### config.mk
export PLATFORM = sky130hd
export DESIGN_NAME = ctw_div
export DESIGN_NICKNAME = d
export VERILOG_FILES = /design/src/hw/rtl/circle_tangent_waypoint_unit_macros.svh /design/src/hw/rtl/ctw_pkg.sv /design/src/hw/rtl/ctw_div.sv
export SDC_FILE = /design/constraint.sdc
export NUM_CORES = 2
export LEC_CHECK = 0
export BUFFER_PORTS_ARGS = -buffer_cell sky130_fd_sc_hd__buf_2
export CORE_MARGIN = 1
export CORE_UTILIZATION = 30
export CTS_CLUSTER_DIAMETER = 200
export DETAILED_ROUTE_END_ITERATION = 8
export SLEW_MARGIN = 15
export SYNTH_ARGS = -nofsm -noshare
export SYNTH_HDL_FRONTEND = slang
export SYNTH_SLANG_ARGS = --single-unit
### constraint.sdc
create_clock -name clk -period 5.6 [get_ports clk]
set_input_delay 0.28 -clock clk [delete_from_list [all_inputs] [get_ports clk]]
set_output_delay 0.28 -clock clk [all_outputs]
set_load 0.02 [all_outputs]
### src/hw/rtl/circle_tangent_waypoint_unit_macros.svh
// Assertion macros shared by the tangent waypoint RTL.
// Needs signals named clk and rst_n in the scope where a macro is used.
`ifndef CIRCLE_TANGENT_WAYPOINT_UNIT_MACROS_SVH
`define CIRCLE_TANGENT_WAYPOINT_UNIT_MACROS_SVH

// The consequent must hold in the same cycle as the antecedent.
`define CTW_ASSERT_SAME(lbl, ante, cons, msg) \
  lbl: assert property (@(posedge clk) disable iff (!rst_n) (ante) |-> (cons)) else $error(msg);

// The consequent must hold in the cycle after the antecedent.
`define CTW_ASSERT_NEXT(lbl, ante, cons, msg) \
  lbl: assert property (@(posedge clk) disable iff (!rst_n) (ante) |=> (cons)) else $error(msg);

`endif

### src/hw/rtl/ctw_pkg.sv
// Shared widths, register codes and types of the tangent waypoint unit.
// No dependencies.
`timescale 1ns / 1ps

package ctw_pkg;

  localparam int CW   = 16;
  localparam int DW   = CW + 1;
  localparam int RW   = CW - 1;
  localparam int D2W  = 2 * DW;
  localparam int R2W  = 2 * RW;
  localparam int RADW = D2W + 8;
  localparam int SW   = RADW / 2;
  localparam int RSW  = RW + SW;
  localparam int AXW  = R2W + 1 + DW;
  localparam int BXW  = RSW + 1 + DW;
  localparam int NW   = BXW + 1;
  localparam int DENW = D2W + 4;
  localparam int QW   = CW;
  localparam int TW   = CW + 2;
  localparam int EW   = TW + 1;
  localparam int ESQW = 2 * EW;
  localparam int NL   = 4;
  localparam int AW   = 4;

  localparam logic [1:0] REG_CENTER_X = 2'd0;
  localparam logic [1:0] REG_CENTER_Y = 2'd1;
  localparam logic [1:0] REG_RADIUS   = 2'd2;

  typedef struct packed {
    logic                   in_circle;
    logic signed [DW-1:0]   dx;
    logic signed [DW-1:0]   dy;
    logic [D2W-1:0]         d2;
    logic [R2W-1:0]         r2;
    logic signed [CW-1:0]   rx;
    logic signed [CW-1:0]   ry;
    logic signed [CW-1:0]   gx;
    logic signed [CW-1:0]   gy;
  } geo_t;

  typedef struct packed {
    logic                   in_circle;
    logic [NL-1:0]          neg;
    logic signed [CW-1:0]   rx;
    logic signed [CW-1:0]   ry;
    logic signed [CW-1:0]   gx;
    logic signed [CW-1:0]   gy;
  } sel_t;

  typedef struct packed {
    logic [CW-1:0] tangent_x;
    logic [CW-1:0] tangent_y;
    logic          chosen_side;
    logic          inside_flag;
  } res_t;

  function automatic logic [CW-1:0] sat_coord(input logic signed [TW-1:0] v);
    logic [CW-1:0] r;
    if ((&v[TW-1:CW-1]) || !(|v[TW-1:CW-1])) begin
      r = v[CW-1:0];
    end else if (v[TW-1]) begin
      r = {1'b1, {(CW-1){1'b0}}};
    end else begin
      r = {1'b0, {(CW-1){1'b1}}};
    end
    return r;
  endfunction

endpackage

### src/hw/rtl/ctw_div.sv
// Pipelined restoring divider, one quotient bit per register stage.
// Depends on ctw_pkg.
`timescale 1ns / 1ps

module ctw_div (
  input  logic                      clk,
  input  logic                      adv,
  input  logic [ctw_pkg::NW-1:0]    num,
  input  logic [ctw_pkg::DENW-1:0]  den,
  output logic [ctw_pkg::QW-1:0]    quo
);
  import ctw_pkg::*;

  logic [NW-1:0]   rem_r [QW];
  logic [DENW-1:0] den_r [QW];
  logic [QW-1:0]   q_r   [QW];

  for (genvar g = 0; g < QW; g++) begin : g_stage
    localparam int K = QW - 1 - g;
    logic [NW-1:0]   rem_in;
    logic [DENW-1:0] den_in;
    logic [QW-1:0]   q_in;
    logic [NW:0]     sub;

    if (g == 0) begin : g_first
      assign rem_in = num;
      assign den_in = den;
      assign q_in   = '0;
    end else begin : g_next
      assign rem_in = rem_r[g-1];
      assign den_in = den_r[g-1];
      assign q_in   = q_r[g-1];
    end

    assign sub = {1'b0, rem_in} - ((NW+1)'(den_in) << K);

    always_ff @(posedge clk) begin
      if (adv) begin
        den_r[g] <= den_in;
        if (!sub[NW]) begin
          rem_r[g] <= sub[NW-1:0];
          q_r[g]   <= q_in | (QW'(1) << K);
        end else begin
          rem_r[g] <= rem_in;
          q_r[g]   <= q_in;
        end
      end
    end
  end

  assign quo = q_r[QW-1];

endmodule
Word level (Yosys, flattened, before mapping):

Memory sizes are Yosys's and may differ from the RTL's.
Cells that the tools add are included.

* flip-flop bits (word level): 0
* bits in writable memories: 1744
* input bits: 95
* logic and storage cells: 181
* memories: 3

Memories
* rem_r: words 16, bits a word 55, rd ports 15, clocked after memory_dff 0, wr ports 16, line ctw_div.sv:14 `logic [NW-1:0] rem_r [QW];`
* den_r: words 16, bits a word 38, rd ports 15, clocked after memory_dff 0, wr ports 16, line ctw_div.sv:15 `logic [DENW-1:0] den_r [QW];`
* q_r: words 16, bits a word 16, rd ports 16, clocked after memory_dff 0, wr ports 16, line ctw_div.sv:16 `logic [QW-1:0] q_r [QW];`

* add/subtract/negate cells: 16
* muxes and demuxes: 130
* bitwise gates (word level): 32

Operators by type and width (count)
* $mux W55: 16
* $mux W16: 16
* $mux W1: 98
* $sub A55 B38 Y56: 1
* $sub A55 B39 Y56: 1
* $sub A55 B40 Y56: 1
* $sub A55 B41 Y56: 1
* $sub A55 B42 Y56: 1
* $sub A55 B43 Y56: 1
* $sub A55 B44 Y56: 1
* $sub A55 B45 Y56: 1
* $sub A55 B46 Y56: 1
* $sub A55 B47 Y56: 1
* $sub A55 B48 Y56: 1
* $sub A55 B49 Y56: 1
* $sub A55 B50 Y56: 1
* $sub A55 B51 Y56: 1
* $sub A55 B52 Y56: 1
* $sub A55 B53 Y56: 1
* $or A1 B1 Y1: 32

Depth between registers and ports, before layout:

An unclocked memory read counts as a cell.

* word-level depth: 6
* depth in mapped cells: 17

Worst setup path after synthesis:

Ideal clock, no wire load.

* path type: reg-to-reg
* start point: memory rem_r[1][60] (netlist name)
* end point: memory rem_r[1][116] (netlist name), data pin
* library setup time: 260 ps
* arrival: 3159 ps
* required time: 5340 ps
* setup slack: 2181 ps
* stages on the path, launching flop included: 16
* buffers on the path: 2
* clock period less this slack: 3419 ps
* cells stage by stage: edfxtp_1 inv_1 ha_1 inv_1 fa_1 a21o_1 a221o_1 o22ai_2 o21bai_1 a221oi_2 nor3_1 nor2_1 a31o_2 buf_2 buf_2 mux2_2

RTL lines (line)
* start, declared: ctw_div.sv:14

==> summary.txt <==
Run status
  • Status: completed

Critical path
  • CP Capture Type: flop
  • Max Fanout on Critical Path: 57
  • Critical path type: reg -> reg
  • Crit path arrival time: 5.02 ns
  • Req. time, crit path: just over 6 ns
  • Reg2reg path depth: 14
  • CP startpoint kind: flop

Synthesis
  • Unique masters post-synth: roughly 100
  • Post-synth top area cell: edfxtp_1
  • EDFF count, synth: around 1500
  • Yosys warning count: 0
  • Syn Nets: 9207
  • FFs w/ async S/R, synth: 0%
  • Cell area after synthesis: roughly 0.090 sq mm
  • Synthesized instance count: 8490
  • Post-synth top area share: between 50 and 60%
  • Seq/Total Area, Yosys: roughly 50%
  • Main synth FF type: edfxtp_1
  • Area contributors post-synth: edfxtp_1 51%, ha_1 8.5%, o21ai_0 4.1%, nand2_1 3.6%, a21oi_1 3.5%
  • Yosys reg bits: 1531
  • Syn Area/Cell: 10.6 sq um

GRT
  • First-pass GRT wire length: 345 mm
  • Total track usage: 14.2%
  • Largest net degree at the start of global routing: 186
  • Number of global-route vias before repair: 64100
  • Initial antenna violation count: 6
  • Total grt overflow: 0

Clock network
  • Setup Fix Bufs, Post-CTS: 0
  • Clock transition at path regs: 0.06 ns
  • CTS root buf: clkbuf_16
  • CTS H-tree depth: 4
  • CTS tree: built
  • Clock Sinks: roughly 1500
  • Clock Latency Late Sink: 0.84 ns
  • Post-CTS sizing: 0
  • Cts hold-fix bufs: 96
  • CTS buffer count: 181
  • Max Buffers Root-to-Sink: 4

STA
  • Peak Freq: 226 MHz
  • Final Max Tran Viols: 0
  • RSZ-0062 raised after global routing: no
  • Final min period: 4.43 ns
  • Hold Violations, Final: 0
  • Final-report setup violation count: 0
  • Final Cycle Share: 79.2%
  • Setup Skew: 0.0437 ns
  • Final setup TNS: 0 ns
  • Worst-Margin Slew: 1.29 ns
  • Slew headroom: 12.9%

Route
  • Routed vias/inst: 4.93
  • DRC viols: 0
  • Antenna viol nets, final: 0
  • Routed WL: 219 mm
  • Via count: 62800
  • Number of iterations in the first detailed-routing pass: 6
  • Average wire per standard cell: 17.2 um
  • Starting DRT DRC Count: roughly 4000

Power and ir drop
  • LEAKAGE: 39.4 nW
  • Max VDD drop: 0.251 mV
  • PwrDens: between 500 and 600 mW/mm^2

Layout
  • Post-route cell area: approximately 0.10 sq mm
  • Most common cell after layout, fill and taps aside: edfxtp_1
  • Layout Nets: 9368
  • Commonest non-fill, non-tap cells in the layout: 1531 x edfxtp_1, 849 x nand2_1, 750 x inv_1, 735 x o21ai_0, 619 x a21oi_1
  • Area Overhead vs Synth: 12.9%
  • Share of cells above drive strength 1: 6.38%

Run
  • Max-Cap Viols: 0

Floorplan
  • Die Wd: around 550 um
  • Initial core utilization: 30.2%
  • Core ar.: 0.297 sq mm
  • Die area: 0.301 sq mm
  • Rows: 200
  • IO Pins: 111
  • Die height: about 550 um

Placement
  • DP HPWL: 170 mm
  • RD Place Congestion: 0.941
  • Buffers on Ports: between 100 and 150
  • Area after DPL: 0.0947 sq mm

Worst hold path
  • Hold path cells: 2
  • Hold Crit Class: in -> reg
==> Yosys cell counts, drive strengths merged (66+ instances only) <==
cell type     n
clkbuf      245
nand2b       98
o21a         76
nor3        141
nand3       129
a211oi       69
edfxtp     1531
o21ai       771
nor2        402
nor2b        75
xor2        315
inv         752
xnor2       301
nor4         69
nand4       117
o21bai       80
nand2       850
a21o        376
ha          607
and3         66
a21oi       622
==> through the flow <==
step	instances	hold slack (ns)	util, %	setup WS, ns	power, mW
after global placement	12300	0.404	31.9	1.02	40.1
after detailed placement	12300	0.405	31.9	1.24	40.4
after CTS	12700	0.0819	34.1	1.21	51.7
after global routing	12700	0.123	34.1	0.970	54.9
after floorplan	8490	0.379	-	2.18	34.3
final	12700	0.171	34.1	1.17	51.4
==> metal layers <==
layer	part of all wire [%]	vias to the layer above	wire length (um)	global-route usage [%]
met3	3.4	553	7370	1.72
met5	0.0059	-	13	0
met2	50	1433	109000	26.2
met4	5.4	2	11800	7.27
li1	-	31400	-	-
met1	41	29400	90500	16.0
==> registers in the layout, summed over array words and instances, names as in the netlist <==
register,cells
rem_r,825
den_r,570
q_r,136
==> power breakdown <==
part	switching, mW	internal [mW]	total (mW)
Sequential	1.72	16.6	18.3
Clock	4.58	6.45	11.0
Combinational	13.1	8.92	22.0
Total	19.4	32.0	51.4
==> kinds of logic after synthesis <==
group / after synthesis / share of synthesized area (%)
and+or+nand+nor: 2184 / 11.7
xor gates and xnor gates: 616 / 6.02
muxes: 53 / 0.652
AOI/OAI and AO/OA: 2431 / 17.0
adders and majority gates: 622 / 8.81
DFF: 1531 / 51.3
buffers and inverters: 1053 / 4.51
==> worst max-delay path: stages (launching register included) <==
cell and delay [ns]:
edfxtp_1 0.36, inv_1 0.08, ha_1 0.17, inv_1 0.06, fa_1 0.40, a21o_1 0.20, a221o_1 0.36, o22ai_2 0.25
o21bai_1 0.16, a221oi_2 0.59, nor3_1 0.23, nor2_1 0.22, a31o_2 0.44, buf_12 0.27, mux2_2 0.36
==> final cells by class <==
cell class                      count  area [sq um]
Multi-Input combinational cell   5906         39700
Fill cell                       29300        196000
Timing Repair Buffer              279          2250
Antenna cell                        4          10.0
Sequential cell                  1531         46000
Clock inverter                     89           754
Inverter                          752          2820
Clock buffer                      224          4710
Tap cell                         3939          4930
==> path summary, 6_finish.rpt <==
kind                     startpoint                      end  slack, ns
max          rem_r[1][60]$_DFFE_PP_  rem_r[1][116]$_DFFE_PP_       1.17
min                          num[3]    rem_r[0][3]$_DFFE_PP_       0.17
max reg2reg  rem_r[1][60]$_DFFE_PP_  rem_r[1][116]$_DFFE_PP_       1.17
min reg2reg    q_r[0][78]$_DFFE_PP_     q_r[0][94]$_DFFE_PP_       0.39
Power figures use the tool's default switching activity.
