## src/hw/rtl/circle_tangent_waypoint_unit_macros.svh

```systemverilog
// Assertion macros shared by the tangent waypoint RTL.
// Needs signals named clk and rst_n in the scope where a macro is used.
`ifndef CIRCLE_TANGENT_WAYPOINT_UNIT_MACROS_SVH
`define CIRCLE_TANGENT_WAYPOINT_UNIT_MACROS_SVH

// The consequent must hold in the same cycle as the antecedent.
`define CTW_ASSERT_SAME(lbl, ante, cons, msg) \
  lbl: assert property (@(posedge clk) disable iff (!rst_n) (ante) |-> (cons)) else $error(msg);

// The consequent must hold in the cycle after the antecedent.
`define CTW_ASSERT_NEXT(lbl, ante, cons, msg) \
  lbl: assert property (@(posedge clk) disable iff (!rst_n) (ante) |=> (cons)) else $error(msg);

`endif

```

## src/hw/rtl/ctw_pkg.sv

```systemverilog
// Shared widths, register codes and types of the tangent waypoint unit.
// No dependencies.
`timescale 1ns / 1ps

package ctw_pkg;

  localparam int CW   = 16;
  localparam int DW   = CW + 1;
  localparam int RW   = CW - 1;
  localparam int D2W  = 2 * DW;
  localparam int R2W  = 2 * RW;
  localparam int RADW = D2W + 8;
  localparam int SW   = RADW / 2;
  localparam int RSW  = RW + SW;
  localparam int AXW  = R2W + 1 + DW;
  localparam int BXW  = RSW + 1 + DW;
  localparam int NW   = BXW + 1;
  localparam int DENW = D2W + 4;
  localparam int QW   = CW;
  localparam int TW   = CW + 2;
  localparam int EW   = TW + 1;
  localparam int ESQW = 2 * EW;
  localparam int NL   = 4;
  localparam int AW   = 4;

  localparam logic [1:0] REG_CENTER_X = 2'd0;
  localparam logic [1:0] REG_CENTER_Y = 2'd1;
  localparam logic [1:0] REG_RADIUS   = 2'd2;

  typedef struct packed {
    logic                   in_circle;
    logic signed [DW-1:0]   dx;
    logic signed [DW-1:0]   dy;
    logic [D2W-1:0]         d2;
    logic [R2W-1:0]         r2;
    logic signed [CW-1:0]   rx;
    logic signed [CW-1:0]   ry;
    logic signed [CW-1:0]   gx;
    logic signed [CW-1:0]   gy;
  } geo_t;

  typedef struct packed {
    logic                   in_circle;
    logic [NL-1:0]          neg;
    logic signed [CW-1:0]   rx;
    logic signed [CW-1:0]   ry;
    logic signed [CW-1:0]   gx;
    logic signed [CW-1:0]   gy;
  } sel_t;

  typedef struct packed {
    logic [CW-1:0] tangent_x;
    logic [CW-1:0] tangent_y;
    logic          chosen_side;
    logic          inside_flag;
  } res_t;

  function automatic logic [CW-1:0] sat_coord(input logic signed [TW-1:0] v);
    logic [CW-1:0] r;
    if ((&v[TW-1:CW-1]) || !(|v[TW-1:CW-1])) begin
      r = v[CW-1:0];
    end else if (v[TW-1]) begin
      r = {1'b1, {(CW-1){1'b0}}};
    end else begin
      r = {1'b0, {(CW-1){1'b1}}};
    end
    return r;
  endfunction

endpackage

```

## src/hw/rtl/ctw_sqrt.sv

```systemverilog
// Pipelined integer square root, one result bit per register stage.
// Depends on ctw_pkg.
`timescale 1ns / 1ps

module ctw_sqrt (
  input  logic                      clk,
  input  logic                      adv,
  input  logic [ctw_pkg::RADW-1:0]  radicand,
  output logic [ctw_pkg::SW-1:0]    root
);
  import ctw_pkg::*;

  logic [RADW-1:0] rem_r  [SW];
  logic [SW-1:0]   root_r [SW];

  for (genvar g = 0; g < SW; g++) begin : g_stage
    localparam int B = SW - 1 - g;
    logic [RADW-1:0] rem_in;
    logic [SW-1:0]   root_in;
    logic [RADW:0]   trial;
    logic [RADW:0]   diff;

    if (g == 0) begin : g_first
      assign rem_in  = radicand;
      assign root_in = '0;
    end else begin : g_next
      assign rem_in  = rem_r[g-1];
      assign root_in = root_r[g-1];
    end

    assign trial = ((RADW+1)'(root_in) << (B + 1)) | ((RADW+1)'(1) << (2 * B));
    assign diff  = {1'b0, rem_in} - trial;

    always_ff @(posedge clk) begin
      if (adv) begin
        if (!diff[RADW]) begin
          rem_r[g]  <= diff[RADW-1:0];
          root_r[g] <= root_in | (SW'(1) << B);
        end else begin
          rem_r[g]  <= rem_in;
          root_r[g] <= root_in;
        end
      end
    end
  end

  assign root = root_r[SW-1];

endmodule

```

## config.mk

```make
export PLATFORM = sky130hd
export DESIGN_NAME = ctw_sqrt
export DESIGN_NICKNAME = d
export VERILOG_FILES = /design/src/hw/rtl/circle_tangent_waypoint_unit_macros.svh /design/src/hw/rtl/ctw_pkg.sv /design/src/hw/rtl/ctw_sqrt.sv
export SDC_FILE = /design/constraint.sdc
export NUM_CORES = 2
export LEC_CHECK = 0
export BUFFER_PORTS_ARGS = -buffer_cell sky130_fd_sc_hd__buf_2
export CAP_MARGIN = 25
export CORE_MARGIN = 8
export CORE_UTILIZATION = 50
export DETAILED_ROUTE_END_ITERATION = 10
export PLACE_DENSITY = 0.64
export RECOVER_POWER = 50
export SYNTH_ARGS = -nofsm -noshare
export SYNTH_HDL_FRONTEND = slang
export SYNTH_SLANG_ARGS = --single-unit
export TNS_END_PERCENT = 50
```

## constraint.sdc

```tcl
create_clock -name clk -period 3.4 [get_ports clk]
set_input_delay 0.34 -clock clk [delete_from_list [all_inputs] [get_ports clk]]
set_output_delay 0.34 -clock clk [all_outputs]
set_load 0.01 [all_outputs]
```

# After elaboration in Yosys (flattened, before gate mapping)
# Memory sizes are Yosys's and may differ from the RTL's.
# Cells that the tools add are included.
# word_totals
output_inout_bits	21
mem_count	2
mem_bits_rw	1323
inputBits	44
ff_bits	0
rom_bits	0
latch_bits	0
# memory_table
name	depth	width	rd	rd_clocked_by_memory_dff	wr	line_no	text
rem_r	21	42	20	0	21	ctw_sqrt.sv:13	logic [RADW-1:0] rem_r [SW];
root_r	21	21	21	0	21	ctw_sqrt.sv:14	logic [SW-1:0] root_r [SW];
# op_classes
n_eq_ne	0
n_bitwise	42
muxes	168
n_div	0
mul	0
addsub	21
reduce_logical	0
n_shift	0
order_cmp	0
# ops
cell	n
2-to-1 mux 42 bit	21
2-to-1 mux 21 bit	21
2-to-1 mux 1 bit	126
subtractor 42 x 22 -> 43 bit	1
subtractor 42 x 23 -> 43 bit	1
subtractor 42 x 24 -> 43 bit	1
subtractor 42 x 25 -> 43 bit	1
subtractor 42 x 26 -> 43 bit	1
subtractor 42 x 27 -> 43 bit	1
subtractor 42 x 28 -> 43 bit	1
subtractor 42 x 29 -> 43 bit	1
subtractor 42 x 30 -> 43 bit	1
subtractor 42 x 31 -> 43 bit	1
subtractor 42 x 32 -> 43 bit	1
subtractor 42 x 33 -> 43 bit	1
subtractor 42 x 34 -> 43 bit	1
subtractor 42 x 35 -> 43 bit	1
subtractor 42 x 36 -> 43 bit	1
subtractor 42 x 37 -> 43 bit	1
subtractor 42 x 38 -> 43 bit	1
subtractor 42 x 39 -> 43 bit	1
subtractor 42 x 40 -> 43 bit	1
subtractor 42 x 41 -> 43 bit	1
subtractor 42 x 41 -> 43 bit, second input constant	1
bitwise OR 1 bit	42

# Longest topological paths before layout
# An unclocked memory read counts as a cell.
# depth
word_depth	6
depth_mapped	14

# Worst setup path before layout
# Ideal clock, no wire load.
# synth_timing
kind	reg-to-reg
from	memory rem_r[3][99] in the netlist's numbering
to	memory rem_r[3][160] in the netlist's numbering, data pin
setup_slack_ns	0.316
n_path_buf	0
arrival_ns	2.824
path_stages_with_launch	10
setup_time_ns	0.260
cell_sequence	edfxtp_1 > ha_1 > or4_1 > o21ai_0 > a21oi_1 > a221o_1 > a41oi_2 > nor2_1 > a2111oi_2 > mux2_2
# synth_lines
item	line_no
from (decl)	ctw_sqrt.sv:13

==> results by group <==
Floorplanning
  – Die X: 330.6 um
  – Cell row count: 115
  – Die Area: approximately 0.11 sq mm
  – Initial Util: 50.36%
  – Die Ht: 330.6 um
  – Core Box Area: 0.09828 sq mm
  – IO Pins: 65

Detailed routing
  – Iter 0 DRT Violations: roughly 2,200
  – Via density: 5.377
  – WL final: 90,350 um
  – Vias: 29,010
  – DR DRC count: 0
  – Per-cell routed wire length: 16.75 um
  – DRT Pass-1 Iters: 6
  – Routed Antenna Nets: 0

CTS
  – H-tree depth: 3
  – Inserted Clock Buffers: 109
  – Clk slew on worst S/H paths: 0.06 ns
  – Worst-case clock buffer depth: 3
  – Setup repair bufs after CTS: 0
  – Worst skew pair latency: a little under 0.7 ns
  – CTS sink cnt: between 1,000 and 1,500
  – Root buffer cell: clkbuf_16
  – TritonCTS clock tree: done

Layout
  – Layout cell share with drive strength beyond 1: a little under a tenth
  – Layout Nets: around 4,300
  – Final instance area: 0.05571 sq mm
  – Area growth syn-to-layout: 12.55%
  – Ant. Diodes: 0
  – Fin cells: 5,395
  – Final Core Density: 56.68%

Global routing
  – Largest net degree at the start of global routing: ~120
  – Total GRT Usage: 16.49%
  – Initial antenna violation count: 1
  – Vias in the first global route: ~28,000
  – Global route overflow: 0
  – First-pass GRT wire length: 146,300 um

Worst hold path
  – Min-delay src: adv
  – Hold Crit Endpoint: rem_r[3][1]$_DFFE_PP_
  – Min-Delay Path Depth: 1
  – Hold WC Path Type: in -> reg

Critical path
  – Setup CP Type: reg -> reg
  – Worst flop-to-flop path startpoint: rem_r[3][99]$_DFFE_PP_
  – Critical path peak fanout: 5
  – FF-to-FF path depth: 9
  – FF-to-FF End: rem_r[3][160]$_DFFE_PP_
  – Critical path capture point type: flop
  – CP required: between 3 and 4 ns
  – Reg2Reg Setup Slack: 0.14 ns
  – Worst EP arrival: approximately 3.7 ns
  – Worst Setup Start Kind: flop

Status
  – Status: finished with violations
  – Failing checks: max-capacitance violations, max-slew violations

Synth
  – Post-synthesis cell count: 3,802
  – Post-synth EDFFs: 1,071
  – Sequential share of the synthesized area: 64.98%
  – Asr flop ratio synth: 0%
  – Register bit total from synthesis: 1,071
  – Post-synthesis cell type count: 82
  – Syn nets: 4,076
  – Main synth FF type: edfxtp_1
  – Syn avg cell area: about 13 sq um
  – Synth Warn #: 0
  – Mapped Area: 0.04950 sq mm

STA
  – Worst rel slew slack: -92.15%
  – Final Slew Violations: 403
  – Worst-Margin Slew: 2.882 ns
  – Post-Route Skew: 0.02933 ns
  – Setup TNS: 0 ns
  – Hold_ws: 0.05647 ns
  – RSZ-0062 raised after global routing: true
  – Fmax: between 0.3 and 0.4 GHz
  – Worst setup margin: between 0.1 and 0.15 ns
  – Tmin final: 3.260 ns
  – Final number of hold-violating endpoints: 0
  – Final worst path period share: 95.89%
  – Setup violators final: 0

Place
  – DP Worst Slack: 0.02635 ns
  – Cell count after placement: 5,155
  – Placed inst area: 0.05181 sq mm
  – IO buf count: 64
  – Final HPWL DP: 64,430 um
  – GPL Wtd Cong: about 0.87

Power
  – Total power: around 34 mW
  – Maximum VDD drop: about 0.00051 V
  – P_leak: 21.21 nW
  – Power per cell area: 616.8 mW/mm^2

Job
  – Maxcap violations: 7
how the worst max path moves through the flow:
stage	start	slack, ns	end	cells after the start
global placement	rem_r[3][99]$_DFFE_PP_	0.14	rem_r[3][160]$_DFFE_PP_	9
global route	rem_r[3][99]$_DFFE_PP_	-0.02	rem_r[3][160]$_DFFE_PP_	9
CTS	rem_r[3][99]$_DFFE_PP_	0.09	rem_r[3][160]$_DFFE_PP_	9
floorplan	rem_r[3][99]$_DFFE_PP_	0.32	rem_r[3][160]$_DFFE_PP_	9
detailed placement	rem_r[4][93]$_DFFE_PP_	0.03	rem_r[4][155]$_DFFE_PP_	9
finish	rem_r[3][99]$_DFFE_PP_	0.14	rem_r[3][160]$_DFFE_PP_	9
where the power goes:
group / total [mW] / internal [mW] / switching (mW)
clock network: 11.6 / 6.71 / 4.87
registers: 17.4 / 16.4 / 0.930
logic: 5.43 / 2.36 / 3.07
total: 34.4 / 25.5 / 8.87
critical path, stage by stage, from the launching register on:
cell	delay, ns
edfxtp_1	0.39
ha_1	0.35
or4_1	0.50
o21ai_0	0.08
a21oi_1	0.11
a221o_1	0.42
a41oi_2	0.26
nor2_1	0.15
a2111oi_2	0.39
mux2_2	0.37
state kept, by name, indices dropped and copies added, names as in the netlist:
register / count
root_r: 231
rem_r: 840
area by class of cell:
| type | instances | area [sq um] |
|---|---|---|
| multi-input combinational | 2333 | 15870 |
| inverter | 316 | 1186 |
| sequential | 1071 | 32160 |
| fill | 8009 | 42570 |
| clock inverter | 71 | 648.1 |
| tap | 1287 | 1610 |
| timing repair buffer | 190 | 1390 |
| clock buffer | 127 | 2838 |
cells in the final DEF, fill, tap and decap left out, drive strengths merged, types with 8 or more instances in the layout:
cell / synthesis / routed
or4: 21 / 21
o2111ai: 8 / 8
o31ai: 22 / 22
o21ai: 231 / 231
dlygate4sd3: 0 / 42
nand4: 20 / 20
mux2: 28 / 28
o211ai: 21 / 21
nand2: 287 / 287
nand4b: 11 / 11
nor3: 102 / 102
nand3: 38 / 38
a21oi: 174 / 174
nand2b: 58 / 58
and3: 19 / 19
or2: 16 / 16
ha: 230 / 230
buf: 15 / 134
nor4: 48 / 48
xnor2: 162 / 162
a21o: 75 / 75
clkinvlp: 0 / 8
xor2: 170 / 170
a211oi: 33 / 33
nand3b: 14 / 14
nor4b: 14 / 14
and2: 13 / 13
nor2b: 35 / 35
o21a: 59 / 59
nor2: 225 / 225
nor3b: 11 / 11
o21bai: 14 / 14
bufinv: 0 / 10
clkbuf: 67 / 141
clkinv: 0 / 52
a31oi: 26 / 26
edfxtp: 1071 / 1071
or3: 50 / 50
inv: 316 / 317
kinds of logic (layout without fill, tap and decap cells):
family,after synthesis,in the layout,share of synthesized area [%]
xor gates and xnor gates,332,332,5.875
adders and majority gates,230,230,5.814
DFF,1071,1071,64.98
and+or+nand+nor,995,995,10.02
buffers and inverters,398,704,3.056
muxes,31,31,0.6977
AOI/OAI and AO/OA,745,745,9.558
routing by layer:
layer  vias to the layer above  part of all wire, %  global-route usage [%]
met2                       516                   49                   28.07
li1                      14470                    -                       -
met5                         -                    0                       0
met1                     13860                   45                   21.63
met3                       164                  3.9                   2.416
met4                         0                  2.8                   5.606
cells in the mapped netlist, drive strengths merged, types with 5 or more instances:
master,n,area [sq um]
a21oi,174,870.8
nand4,20,125.1
o21bai,14,105.1
o31a,7,61.31
a31o,6,52.55
nor3b,11,82.58
nand3b,14,105.1
o22ai,5,31.28
a211o,6,52.55
or4,21,161.4
o2111ai,8,70.07
buf,15,75.08
and3,19,118.9
nand2,287,1077
and4,6,52.55
a2111oi,5,81.33
or2,16,100.1
nor2b,35,219.0
nor3,102,525.5
and2,13,81.33
o21ai,231,1156
a21boi,6,45.04
nor4,48,300.3
o211ai,21,157.7
a31oi,26,168.9
nand4b,11,96.34
nand2b,58,362.9
a211oi,33,247.7
inv,316,1186
o21a,59,442.9
or3,50,312.8
ha,230,2878
edfxtp,1071,32160
nor2,225,844.6
a21o,75,563.0
o31ai,22,178.9
nand3,38,190.2
xor2,170,1489
mux2,28,315.3
o41ai,6,52.55
nor4b,14,137.6
xnor2,162,1419
clkbuf,67,251.5
repair_timing:
action,in CTS,in global routing
cloned,0,0
resized for setup,1,7
hold endpoints to repair,42,0
pin swaps,0,2
hold buffers,42,0
endpoints found under the setup margin,1,11
No activity file was read; power rests on OpenSTA's default activity.
